===== src/hw/rtl/packed_decimal_float_to_text_macros.svh =====
// Assertion helpers used by the top-level RTL
`ifndef PACKED_DECIMAL_FLOAT_TO_TEXT_MACROS_SVH
`define PACKED_DECIMAL_FLOAT_TO_TEXT_MACROS_SVH

// Same-cycle implication, disabled while in reset
`define PDFT_ASSERT_NOW(label, clk, rst_n, ante, cons) \
	label: assert property (@(posedge clk) disable iff (!rst_n) (ante) |-> (cons)) \
		else $error("pdft: same-cycle check failed");

// Next-cycle implication, disabled while in reset
`define PDFT_ASSERT_NEXT(label, clk, rst_n, ante, cons) \
	label: assert property (@(posedge clk) disable iff (!rst_n) (ante) |=> (cons)) \
		else $error("pdft: next-cycle check failed");

`endif


===== src/hw/rtl/pdft_pkg.sv =====
`default_nettype none
package pdft_pkg;

	localparam int VAL_W  = 25;
	localparam int NDIG   = 8;
	localparam int CNT_W  = $clog2(VAL_W);
	localparam int SEL_W  = 3;

	localparam logic [7:0] CH_ZERO  = 8'h30;
	localparam logic [7:0] CH_DOT   = 8'h2E;
	localparam logic [7:0] CH_MINUS = 8'h2D;
	localparam logic [7:0] CH_NONE  = 8'h00;

	typedef logic [NDIG-1:0][3:0] pdft_bcd_t;

	// format fields of one word, held while the digits are converted
	typedef struct packed {
		logic             neg;
		logic [SEL_W-1:0] count_m1;
		logic [SEL_W-1:0] point_m1;
	} pdft_fmt_t;

	typedef enum logic [1:0] {
		ST_IDLE,
		ST_CONV,
		ST_EMIT
	} pdft_state_t;

endpackage
`default_nettype wire


===== src/hw/rtl/packed_decimal_float_to_text.sv =====
// Flow: a taken word goes through a 25-step bit-serial BCD conversion; then the
// characters follow one per cycle, two to ten in all, or a single error character.
// A new word is taken only from idle, once the last character has left; busy is
// high from the start of the conversion through the last character.
// The receiver cannot stall: each character is valid for the one strobe cycle.
// Reset (arst_n low, asynchronous) returns the block to idle with no output.
`default_nettype none
`include "packed_decimal_float_to_text_macros.svh"
module packed_decimal_float_to_text
	import pdft_pkg::*;
(
	input  wire logic        clk,
	input  wire logic        arst_n,
	input  wire logic        start,
	input  wire logic [31:0] encoded_word,
	output logic             busy,
	output logic             strobe,
	output logic [7:0]       char_code,
	output logic             last_char,
	output logic             malformed
);

	pdft_state_t state_q;
	pdft_state_t state_nxt;
	pdft_fmt_t   fmt_q;
	pdft_bcd_t   bcd;
	logic        accept;
	logic        dab_done;
	logic        emit_go;
	logic        emit_fin;

	// take a word only from idle
	assign accept = start && (state_q == ST_IDLE);

	// hold the sign, count and point fields while the digits are converted
	always_ff @(posedge clk) begin
		if (accept) begin
			fmt_q.neg      <= encoded_word[31];
			fmt_q.count_m1 <= encoded_word[5:3];
			fmt_q.point_m1 <= encoded_word[2:0];
		end
	end

	// advance: idle -> convert -> emit -> idle
	always_comb begin
		state_nxt = state_q;
		unique case (state_q)
			ST_IDLE: if (start)    state_nxt = ST_CONV;
			ST_CONV: if (dab_done) state_nxt = ST_EMIT;
			ST_EMIT: if (emit_fin) state_nxt = ST_IDLE;
			default:               state_nxt = ST_IDLE;
		endcase
	end

	always_comb begin
		busy    = 1'b1;
		emit_go = 1'b0;
		unique case (state_q)
			ST_IDLE: busy    = 1'b0;
			ST_CONV: emit_go = dab_done;
			ST_EMIT: busy    = 1'b1;
			default: busy    = 1'b0;
		endcase
	end

	always_ff @(posedge clk or negedge arst_n) begin
		if (!arst_n) begin
			state_q <= ST_IDLE;
		end else begin
			state_q <= state_nxt;
		end
	end

	// shift the digit value in one bit per cycle, building eight BCD digits
	pdft_dabble u_dabble (
		.clk    (clk),
		.arst_n (arst_n),
		.load   (accept),
		.value  (encoded_word[30:6]),
		.done   (dab_done),
		.bcd    (bcd)
	);

	// check the word, then drop out sign, digits and point one per cycle
	pdft_emit u_emit (
		.clk       (clk),
		.arst_n    (arst_n),
		.go        (emit_go),
		.fmt       (fmt_q),
		.bcd       (bcd),
		.strobe    (strobe),
		.char_code (char_code),
		.last_char (last_char),
		.malformed (malformed),
		.fin       (emit_fin)
	);

	`PDFT_ASSERT_NOW(a_strobe_in_emit, clk, arst_n, strobe, state_q == ST_EMIT)
	`PDFT_ASSERT_NOW(a_bad_is_single, clk, arst_n, strobe && malformed, last_char && (char_code == CH_NONE))
	`PDFT_ASSERT_NEXT(a_last_frees, clk, arst_n, strobe && last_char, !busy && !strobe)
	`PDFT_ASSERT_NEXT(a_accept_busy, clk, arst_n, start && !busy, busy && !strobe)

endmodule
`default_nettype wire


===== src/hw/rtl/pdft_dabble.sv =====
`default_nettype none
// Bit-serial binary to BCD conversion: one value bit enters per cycle
module pdft_dabble
	import pdft_pkg::*;
(
	input  wire logic             clk,
	input  wire logic             arst_n,
	input  wire logic             load,
	input  wire logic [VAL_W-1:0] value,
	output logic                  done,
	output pdft_bcd_t             bcd
);

	logic [VAL_W-1:0] sh_q;
	pdft_bcd_t        bcd_q;
	pdft_bcd_t        adj;
	logic [CNT_W-1:0] cnt_q;
	logic             run_q;
	logic             done_q;

	// correct each digit that would pass nine once doubled
	always_comb begin
		for (int i = 0; i < NDIG; i++) begin
			adj[i] = (bcd_q[i] >= 4'd5) ? bcd_q[i] + 4'd3 : bcd_q[i];
		end
	end

	always_ff @(posedge clk or negedge arst_n) begin
		if (!arst_n) begin
			run_q  <= 1'b0;
			done_q <= 1'b0;
			cnt_q  <= '0;
		end else if (load) begin
			run_q  <= 1'b1;
			done_q <= 1'b0;
			cnt_q  <= '0;
		end else if (run_q) begin
			cnt_q <= cnt_q + 1'b1;
			if (cnt_q == CNT_W'(VAL_W - 1)) begin
				run_q  <= 1'b0;
				done_q <= 1'b1;
			end
		end else begin
			done_q <= 1'b0;
		end
	end

	always_ff @(posedge clk) begin
		if (load) begin
			sh_q  <= value;
			bcd_q <= '0;
		end else if (run_q) begin
			bcd_q <= pdft_bcd_t'({adj[NDIG-1][2:0], adj[NDIG-2:0], sh_q[VAL_W-1]});
			sh_q  <= {sh_q[VAL_W-2:0], 1'b0};
		end
	end

	assign done = done_q;
	assign bcd  = bcd_q;

endmodule
`default_nettype wire


===== src/hw/rtl/pdft_emit.sv =====
`default_nettype none
// Character sequencer: one character per cycle from the converted digits
module pdft_emit
	import pdft_pkg::*;
(
	input  wire logic       clk,
	input  wire logic       arst_n,
	input  wire logic       go,
	input  wire pdft_fmt_t  fmt,
	input  wire pdft_bcd_t  bcd,
	output logic            strobe,
	output logic [7:0]      char_code,
	output logic            last_char,
	output logic            malformed,
	output logic            fin
);

	logic             active_q;
	logic             bad_q;
	logic             neg_q;
	logic             dot_done_q;
	logic [SEL_W-1:0] idx_q;
	logic [SEL_W-1:0] point_q;
	pdft_bcd_t        bcd_q;
	logic             over;
	logic             bad;
	logic [3:0]       digit;
	logic             put_dot;

	// value needs more digits than the count allows
	always_comb begin
		over = 1'b0;
		for (int i = 0; i < NDIG; i++) begin
			if ((SEL_W'(i) > fmt.count_m1) && (bcd[i] != 4'd0)) begin
				over = 1'b1;
			end
		end
	end

	assign bad     = over || (fmt.point_m1 > fmt.count_m1);
	assign digit   = bcd_q[idx_q];
	assign put_dot = !dot_done_q && (idx_q == point_q);

	always_comb begin
		char_code = CH_NONE;
		last_char = 1'b0;
		malformed = 1'b0;
		if (bad_q) begin
			last_char = 1'b1;
			malformed = 1'b1;
		end else if (neg_q) begin
			char_code = CH_MINUS;
		end else if (put_dot) begin
			char_code = CH_DOT;
		end else begin
			char_code = CH_ZERO + {4'd0, digit};
			last_char = (idx_q == '0);
		end
	end

	assign strobe = active_q;
	assign fin    = active_q && last_char;

	always_ff @(posedge clk or negedge arst_n) begin
		if (!arst_n) begin
			active_q <= 1'b0;
		end else if (go) begin
			active_q <= 1'b1;
		end else if (fin) begin
			active_q <= 1'b0;
		end
	end

	always_ff @(posedge clk) begin
		if (go) begin
			bad_q      <= bad;
			neg_q      <= fmt.neg;
			dot_done_q <= 1'b0;
			idx_q      <= fmt.count_m1;
			point_q    <= fmt.point_m1;
			bcd_q      <= bcd;
		end else if (active_q && !bad_q) begin
			if (neg_q) begin
				neg_q <= 1'b0;
			end else if (put_dot) begin
				dot_done_q <= 1'b1;
			end else if (idx_q != '0) begin
				idx_q <= idx_q - 1'b1;
			end
		end
	end

endmodule
`default_nettype wire

===== config.mk =====
export PLATFORM = sky130hd
export DESIGN_NAME = packed_decimal_float_to_text
export DESIGN_NICKNAME = d
export VERILOG_FILES = /design/src/hw/rtl/pdft_pkg.sv /design/src/hw/rtl/packed_decimal_float_to_text.sv /design/src/hw/rtl/pdft_dabble.sv /design/src/hw/rtl/pdft_emit.sv
export VERILOG_INCLUDE_DIRS = /design/src /design/src/hw/rtl
export SDC_FILE = /design/constraint.sdc
export NUM_CORES = 1
export LEC_CHECK = 0
export BUFFER_PORTS_ARGS = -buffer_cell sky130_fd_sc_hd__buf_2
export CORE_ASPECT_RATIO = 2
export CORE_MARGIN = 2
export CORE_UTILIZATION = 54
export CTS_BUF_LIST = sky130_fd_sc_hd__clkbuf_16
export DETAILED_ROUTE_END_ITERATION = 8
export GPL_TIMING_DRIVEN = 0
export PLACE_DENSITY = 0.85
export SKIP_LAST_GASP = 1
export SLEW_MARGIN = 20
export SYNTH_ARGS = -nofsm -noshare
export SYNTH_HDL_FRONTEND = slang
export SYNTH_SLANG_ARGS = --single-unit

===== constraint.sdc =====
create_clock -name clk -period 2 [get_ports clk]
set_input_delay 0.4 -clock clk [delete_from_list [all_inputs] [get_ports clk]]
set_output_delay 0.4 -clock clk [all_outputs]
set_load 0.02 [all_outputs]

# Word-level counts from Yosys, hierarchy flattened
# Index checks and enable logic that the tools add are counted.
[totals]
regBits = 115
in_bits = 35
out_inout_bits = 12
elab_cells = 154
[op_classes]
add_sub_neg = 11
order_cmp = 18
n_eq_ne = 10
mux = 50
bitwise = 1
reduce_logical = 34
[op_table]
columns = ["op", "n"]
rows = [
  ["$mux W25", 2],
  ["$ge A4 B3 Y1 const B", 8],
  ["$mux W4", 8],
  ["$reduce_bool A4 Y1", 8],
  ["$add A4 B2 Y4 const B", 7],
  ["$mux W1", 24],
  ["$mux W8", 3],
  ["$mux W3", 6],
  ["$bmux W4 S3", 1],
  ["$gt A3 B3 Y1 const A", 4],
  ["$logic_and A1 B1 Y1", 12],
  ["$mux W5", 2],
  ["$ne A2 B2 Y1 const B", 4],
  ["$reduce_bool A2 Y1", 4],
  ["$add A6 B4 Y7 const A", 1],
  ["$gt A1 B3 Y1 const A", 2],
  ["$gt A2 B3 Y1 const A", 2],
  ["$mux W2", 3],
  ["$pmux W2 S3", 1],
  ["$reduce_and A3 Y1", 2],
  ["$add A5 B1 Y5 const B", 1],
  ["$eq A5 B5 Y1 const B", 1],
  ["$lt A3 B4 Y1 const B", 1],
  ["$reduce_and A4 Y1", 1],
  ["15 further kinds", 16],
]

# Longest topological paths before layout
# Gate-level depths: netlist of the first run.
[depth]
ltp_word = 11
depth_mapped = 7
ltp_nobuf = 7

# Modules after synthesis
# From an unflattened synthesis of the first run, not the netlist that was laid out.
[unflattened]
cells_unflattened = 472
hier_area_um2 = 5634.2
[modules_own_cells]
columns = ["module", "instances", "cells_each", "area_per_inst_um2", "seq_area_each_um2"]
rows = [
  ["pdft_dabble", 1, 322, 3293.2, 1566.5],
  ["pdft_emit", 1, 126, 1954.4, 1246.2],
  ["packed_decimal_float_to_text", 1, 24, 386.6, 260.2],
]

# Worst setup path after synthesis of the first run
# OpenSTA, ideal clock, no wires.
[synth_path]
path_kind = "reg2out"
startpoint = "register u_emit.idx_q[0]"
endpoint = "output char_code[0]"
t_arrival_ps = 1611
t_required_ps = 1600
setup_slack_ps = -11
path_stages_with_launch = 6
path_buffers = 1
path_cell_list = "edfxtp_1 -> buf_2 -> mux4_1 -> mux2_2 -> a21oi_1 -> nor2_1"
[synth_via]
elab_chain_len = 6
word_cells_on_any_way = 8
classes_between = "add/sub (1); eq/ne (1); mux (5); reduce/logical (1)"
[synth_rtl]
columns = ["item", "line", "rtl"]
rows = [
  ["start: declaration", "pdft_emit.sv:22", "logic [SEL_W-1:0] idx_q;"],
  ["start signal: assignment", "pdft_emit.sv:79", "idx_q <= fmt.count_m1;"],
  ["start signal: assignment", "pdft_emit.sv:88", "idx_q <= idx_q - 1'b1;"],
  ["$bmux W4 S3", "pdft_emit.sv:41", "assign digit = bcd_q[idx_q];"],
  ["$mux W4 (not written as such)", "pdft_emit.sv:41", ""],
  ["$add A6 B4 Y7", "pdft_emit.sv:56", "char_code = CH_ZERO + {4'd0, digit};"],
  ["$mux W8 *", "pdft_emit.sv:53", "end else if (put_dot) begin"],
  ["$mux W8 *", "pdft_emit.sv:51", "end else if (neg_q) begin"],
  ["$mux W8 *", "pdft_emit.sv:48", "if (bad_q) begin"],
  ["end: declaration", "packed_decimal_float_to_text.sv:18", "output logic [7:0] char_code,"],
]
# Every way passes the cells marked *; elsewhere a longest branch is shown, timed or not. The select of a mux whose other input is x is not followed.

# Worst setup path after layout of the first run
# Same ends and word-level chain as after synthesis.

==> results of run 1 <==
[where the power goes]
group	total, uW	internal, uW	switching (uW)
combinational	2780	1190	1590
clock	3190	2000	1190
sequential	3920	3330	594
[metal layers]
metal  part of all wire  wire [um]  track usage
met1               0.35       4380        0.256
met2               0.55       6910        0.445
met3              0.043        535       0.0669
met4              0.055        686        0.149
met5                  0          0            0
[worst max-delay path, cell delays in order (launching register included)]
cell and delay [ps]:
edfxtp_1 370, buf_6 140, mux4_2 520, mux2_4 290
a21oi_2 110, nor2_1 50, buf_4 150
[placed cells by master (no fill, tap or decap), types with 4 or more instances in the layout]
master,count
inv_1,28
nand3_1,15
dfrtp_1,10
clkbuf_16,17
dfxtp_1,33
a21o_1,9
xor2_1,4
nand2b_1,23
mux4_2,4
buf_4,11
buf_2,42
nor2_1,26
o211ai_1,7
buf_6,4
o21ai_0,18
xnor2_1,16
a21oi_1,31
clkbuf_1,12
mux4_1,4
nand2_1,99
mux2i_1,15
edfxtp_1,72
ha_1,28
inv_6,7
[layout make-up]
cell class | count | area [um^2]
Buffer | 21 | 116
Clock buffer | 17 | 425
Clock inverter | 15 | 195
Fill cell | 741 | 3380
Inverter | 31 | 119
Multi-Input combinational cell | 333 | 2250
Sequential cell | 115 | 3070
Tap cell | 135 | 169
Timing Repair Buffer | 52 | 292
[worst min-delay path by stage]
stage / start / endpoint / slack, ps / depth (start not counted)
3_5_place_dp: arst_n / u_emit.strobe / 280 / 1
3_3_place_gp: arst_n / u_emit.strobe / 270 / 1
6_report: encoded_word[2] / fmt_q[2] / 150 / 1
4_1_cts: encoded_word[2] / fmt_q[2] / 140 / 1
2_1_floorplan: arst_n / state_q[0] / 100 / 0
5_1_grt: encoded_word[1] / fmt_q[1] / 140 / 1
[what timing repair did]
action / in CTS / in global routing
hold endpoints to repair: 10 / 0
gates resized for setup: 20 / 12
pin swaps: 4 / 2
gates cloned: 0 / 0
hold buffers: 1 / 0
setup buffers: 7 / 1
setup endpoints to repair: 49 / 112
[per-stage QoR]
stage                     TNS [ps]   util
final                        -2500  0.663
after global placement      -24950  0.586
after detailed placement    -18080  0.586
after floorplan                  0      -
after CTS                    -3030  0.659
after global routing         -3360  0.663
[state kept, by name, indices dropped and copies added, names as in the netlist]
name,cells
u_dabble.cnt_q,5
u_emit.bad_q,1
u_dabble.sh_q,25
u_dabble.run_q,1
state_q,2
u_dabble.done,1
fmt_q,7
u_emit.point_q,3
u_emit.strobe,1
u_emit.dot_done_q,1
u_emit.neg_q,1
u_dabble.bcd,32
u_emit.idx_q,3
u_emit.bcd_q,32
[kinds of logic (layout without fill, tap and decap cells)]
family | Yosys count | in the layout | synth area share
and+or+nand+nor | 180 | 180 | 0.145
DFF | 115 | 115 | 0.561
AOI/OAI and AO/OA | 74 | 74 | 0.0799
buffers and inverters | 52 | 136 | 0.0406
adders and majority gates | 28 | 28 | 0.0639
muxes | 26 | 26 | 0.0719
xor gates and xnor gates | 23 | 23 | 0.0368
other | 1 | 2 | 0.000684
==> out/metrics.cfg, run 1 <==
[setup_path]
cp-start-kind = flip-flop
r2r-end = state_q[1]
critPathArrivalTime_ps = 2070
reg2reg_from = u_emit.idx_q[0]
reg2reg_slack_ps = -180
cp-end-kind = output pin
crit_path_start = u_emit.idx_q[0]
cp_max_fo = 5
worst_ep_required_time_ps = 1600
r2r_cells = 8
endpoint = char_code[0]
crit_type = flip-flop to output pin

[route]
wire_per_inst_um = 17.4
drt_iter0_markers = 255
drc = 0
vias_per_cell = 5.50
wl_um = 12500
drtAntennaViolNets = 0
via_count = 3955
drtPass1Iterations = 5

[clock_tree]
cts_tree = built
clk_path_buf_depth = 2
root_buffer = clkbuf_16
clk_pin_slew_ps = 60
htreeDepth = 4
clkSinkCount = 115
clock_latency_ps = 420
cts_buffers = 17

[place]
dpl.cell_count = 679
dp_worst_setup_slack_ps = -541
port_buffers = 44
gp_congestion = 0.841
dp_hpwl_um = 8610
place_area_um2 = 5870

[run_status]
status = complete, but fails checks
violations = negative setup slack

[layout]
drive_gt1_frac = 0.197
area_growth_syn_to_layout_pct = 21.2
finish.instance_area_um2 = 6640
final_nets = 634
stdcell_count = 719
diodes = 0

[grt]
grt_pass1_vias = 4325
grt_use_total = 0.254
grt_overflow_total = 0
antenna_found_initial = 0
grt_pass1_wl_um = 20700
grt_max_degree = 38

[sta]
holdWs_ps = 153
finalWorstSetupSlack_ps = -467
period_minus_slack_ps = 2470
grt_setup_unrepaired = true
fin_crit_sh = 1.23
maxSlewHeadroom = 0.416
fmax_ghz = 0.405
worst_pin_slew_ps = 876
skew_ps = 6.48
finalHoldViolCount = 0
slew_viol_final = 0
final-setup-viol-count = 8

[synth]
synthFlopType = edfxtp_1
netlist_area_um2 = 5480
syn_avg_cell_area_um2 = 11.0
synth_common_cells = nand2_1 (102), edfxtp_1 (72), dfxtp_1 (33)
synth_area_leaders = edfxtp_1 (39%), dfxtp_1 (12%), nand2_1 (7.0%)
yosysSeqAreaShare = 0.561
synth_most_common_cell = nand2_1
synth_top_area_share = 0.395
ys_warn_count = 0
ys_seq_elements = 115
synth_cells = 499
synth-async-reset-ratio = 0.0870
synth-edff-count = 72
synth_largest_area_cell = edfxtp_1
ys_types = 39

[floorplanning]
io_pins = 47
core_area_um2 = 10000
die_area_um2 = 11000
initial_core_util = 0.547
die_y_um = 146
rows = 52
die_w_um = 75.2

[flow_run]
max_cap_violations = 0

[power]
p_total_uw = 9890
ir_drop_mv = 1.14
p_leak_uw = 0.00292
power_density_nw_per_um2 = 1490

[hold_path]
hold_path_class = input pin to flip-flop

Power figures use the tool's default switching activity.
==> run 2: changes to the inputs <==
CORE_UTILIZATION = 55   (was 54)
PLACE_DENSITY = 0.83   (was 0.85)
clock period = 2.8 ns   (was 2 ns; I/O delays follow)
==> run 2 against run 1 <==
Compared with the run above:
- the flow now finishes without violations
- critical path depth is the same
- register-to-register slack improved by 670 ps
- core utilization grew 0.58 points
- final area shrank 2.4%
- cell count shrank 1.3%
- clock skew up 3.8 ps
- sequential cell count stayed put
- largest cell class unchanged
- largest power group unchanged
- highest routed layer unchanged
==> out/metrics.cfg, run 2 (synthesis results as in run 1) <==
[sta]
fin_crit_sh = 0.958
fmax_ghz = 0.373
setup-tns-final_ps = 0  ; was -2500 ps
skew_ps = 10.3  ; was 6.48 ps
worst_pin_slew_ps = 914  ; was 876 ps
grt_setup_unrepaired = false  ; was true
period_minus_slack_ps = 2680
slew_viol_final = 0  ; unchanged
final-setup-viol-count = 0  ; was 8
holdWs_ps = 319  ; was 153 ps
maxSlewHeadroom = 0.391  ; was 0.416
finalHoldViolCount = 0  ; unchanged

[floorplanning]
rows = 51  ; was 52
die_y_um = 145  ; was 146 um
die_w_um = 74.6  ; was 75.2 um
die_area_um2 = 10800  ; was 11000 um^2
initial_core_util = 0.565  ; was 0.547
io_pins = 47  ; unchanged
core_area_um2 = 9700  ; was 10000 um^2

[hold_path]
hold-path-endpoint = fmt_q[3]  ; was fmt_q[2]
holdCritStartpoint = encoded_word[3]  ; was encoded_word[2]
hold_depth = 1  ; unchanged
hold_path_class = input pin to flip-flop  ; unchanged

[clock_tree]
clk_path_buf_depth = 2  ; unchanged
htreeDepth = 4  ; unchanged
clock_latency_ps = 420  ; about the same
clkSinkCount = 115  ; unchanged
root_buffer = clkbuf_16  ; unchanged
clk_pin_slew_ps = 60  ; about the same
cts_tree = built  ; unchanged
cts_buffers = 17  ; unchanged

[route]
vias_per_cell = 5.49  ; was 5.50
via_count = 3896  ; was 3955
wl_um = 11600  ; was 12500 um
drt_iter0_markers = 279  ; was 255
wire_per_inst_um = 16.3  ; was 17.4 um
drtAntennaViolNets = 0  ; unchanged
drtPass1Iterations = 6  ; was 5
drc = 0  ; unchanged

[place]
place_area_um2 = 5870  ; about the same
dp_hpwl_um = 8340  ; was 8610 um
port_buffers = 44  ; unchanged
gp_congestion = 0.884  ; was 0.841
dpl.cell_count = 676  ; was 679

[grt]
grt.met1_usage = 0.233  ; was 0.256
antenna_found_initial = 0  ; unchanged
met2_usage = 0.419  ; was 0.445
globalRoute.busiestLayer = met2  ; unchanged
grt_use_met3 = 0.0583  ; was 0.0669
grt_use_total = 0.235  ; was 0.254
grt_pass1_vias = 4117  ; was 4325
grt_pass1_wl_um = 19100  ; was 20700 um
grt_max_degree = 38  ; unchanged
grt_overflow_total = 0  ; unchanged

[setup_path]
worst_ep_required_time_ps = 2240  ; was 1600 ps
cp-end-kind = output pin  ; unchanged
critPathMaxStageDelay_ps = 540  ; was 520 ps
r2r-end = state_q[1]  ; unchanged
path_cells = buf_6, mux4_2, mux2_2, a21oi_1, nor2_1, buf_2  ; was buf_6, mux4_2, mux2_4, a21oi_2, nor2_1, buf_4
cp_slowest_cell = mux4_2  ; unchanged
reg2reg_from = u_emit.idx_q[0]  ; unchanged
critPathBufInv = 2  ; unchanged
critPathArrivalTime_ps = 2120  ; was 2070 ps
cp_max_fo = 10  ; was 5
r2r_cells = 7  ; was 8
cp-start-kind = flip-flop  ; unchanged
crit_type = flip-flop to output pin  ; unchanged
reg2reg_slack_ps = 490  ; was -180 ps
crit_family = multiplexers  ; unchanged

[layout]
layout_common_cells = nand2_1 (102), edfxtp_1 (72), buf_2 (44)  ; was nand2_1 (99), edfxtp_1 (72), buf_2 (42)
stdcell_count = 710  ; was 719
final_common_cell = nand2_1  ; unchanged
drive_gt1_frac = 0.152  ; was 0.197
final_nets = 628  ; was 634
diodes = 0  ; unchanged
area_growth_syn_to_layout_pct = 18.3  ; was 21.2%
finish.instance_area_um2 = 6480  ; was 6640 um^2

[power]
power.internal_uw = 4600  ; was 6510 uW
ir_drop_mv = 0.828  ; was 1.14 mV
p_sw_uw = 2260  ; was 3380 uW
power_density_nw_per_um2 = 1060  ; was 1490 nW/um^2
p_clk_frac = 0.313  ; was 0.322
swShare = 0.329  ; was 0.342
p_leak_uw = 0.00284  ; was 0.00292 uW
seq_power_share = 0.406  ; was 0.396
share_comb_of_total_power = 0.281  ; about the same

[flow_run]
max_cap_violations = 0  ; unchanged

[run_status]
status = completed  ; was complete, but fails checks

run 2: cell type report:
class / count / area (um^2)
buffer: 21 / 113
clock buffer: 17 / 425
clock inverter: 15 / 166
fill: 707 / 3220
inverter: 31 / 116
multi-input combinational: 333 / 2190
sequential: 115 / 3070
tap: 132 / 165
timing repair buffer: 46 / 238
run 2: per-stage QoR:
step	total power, uW	setup slack (ps)	utilization
2_1_floorplan	4160	629	-
3_3_place_gp	4530	343	0.605
3_5_place_dp	4700	298	0.605
4_1_cts	6880	48.8	0.667
5_1_grt	7250	22.8	0.668
6_report	6860	117	0.668
run 2: metal layers:
layer	vias up	routed length (um)
li1	1859	-
met1	1868	4110
met2	124	6430
met3	45	453
met4	0	595
met5	-	0
run 2: repair_timing:
item	in CTS	in global routing
endpoints found under the hold margin	7	0
hold buffers	1	0
gates resized for setup	3	0
endpoints found under the setup margin	1	1
setup buffers	0	1
run 2: worst max path at each step:
stage,startpoint,end,depth (start not counted)
floorplan,u_emit.idx_q[0],char_code[0],5
global placement,u_emit.idx_q[0],char_code[0],6
detailed placement,u_emit.idx_q[0],char_code[0],6
CTS,u_emit.idx_q[0],char_code[0],6
global route,u_emit.idx_q[0],char_code[0],6
finish,u_emit.idx_q[0],char_code[0],6
run 2: worst register-to-register path: stages (launching register included):
cell       delay [ps]
edfxtp_1          410
buf_6             180
inv_1              80
ha_1              140
nor2b_1           300
o2111ai_1         200
a222oi_1          480
mux2_2            390
run 2: power by group through the flow:
stage	Sequential (uW)	Combinational (uW)	Clock [uW]
CTS	2780	1940	2170
detailed placement	2800	1890	0
global placement	2770	1750	0
finish	2780	1920	2150
floorplan	2660	1490	0
global route	2840	2180	2230
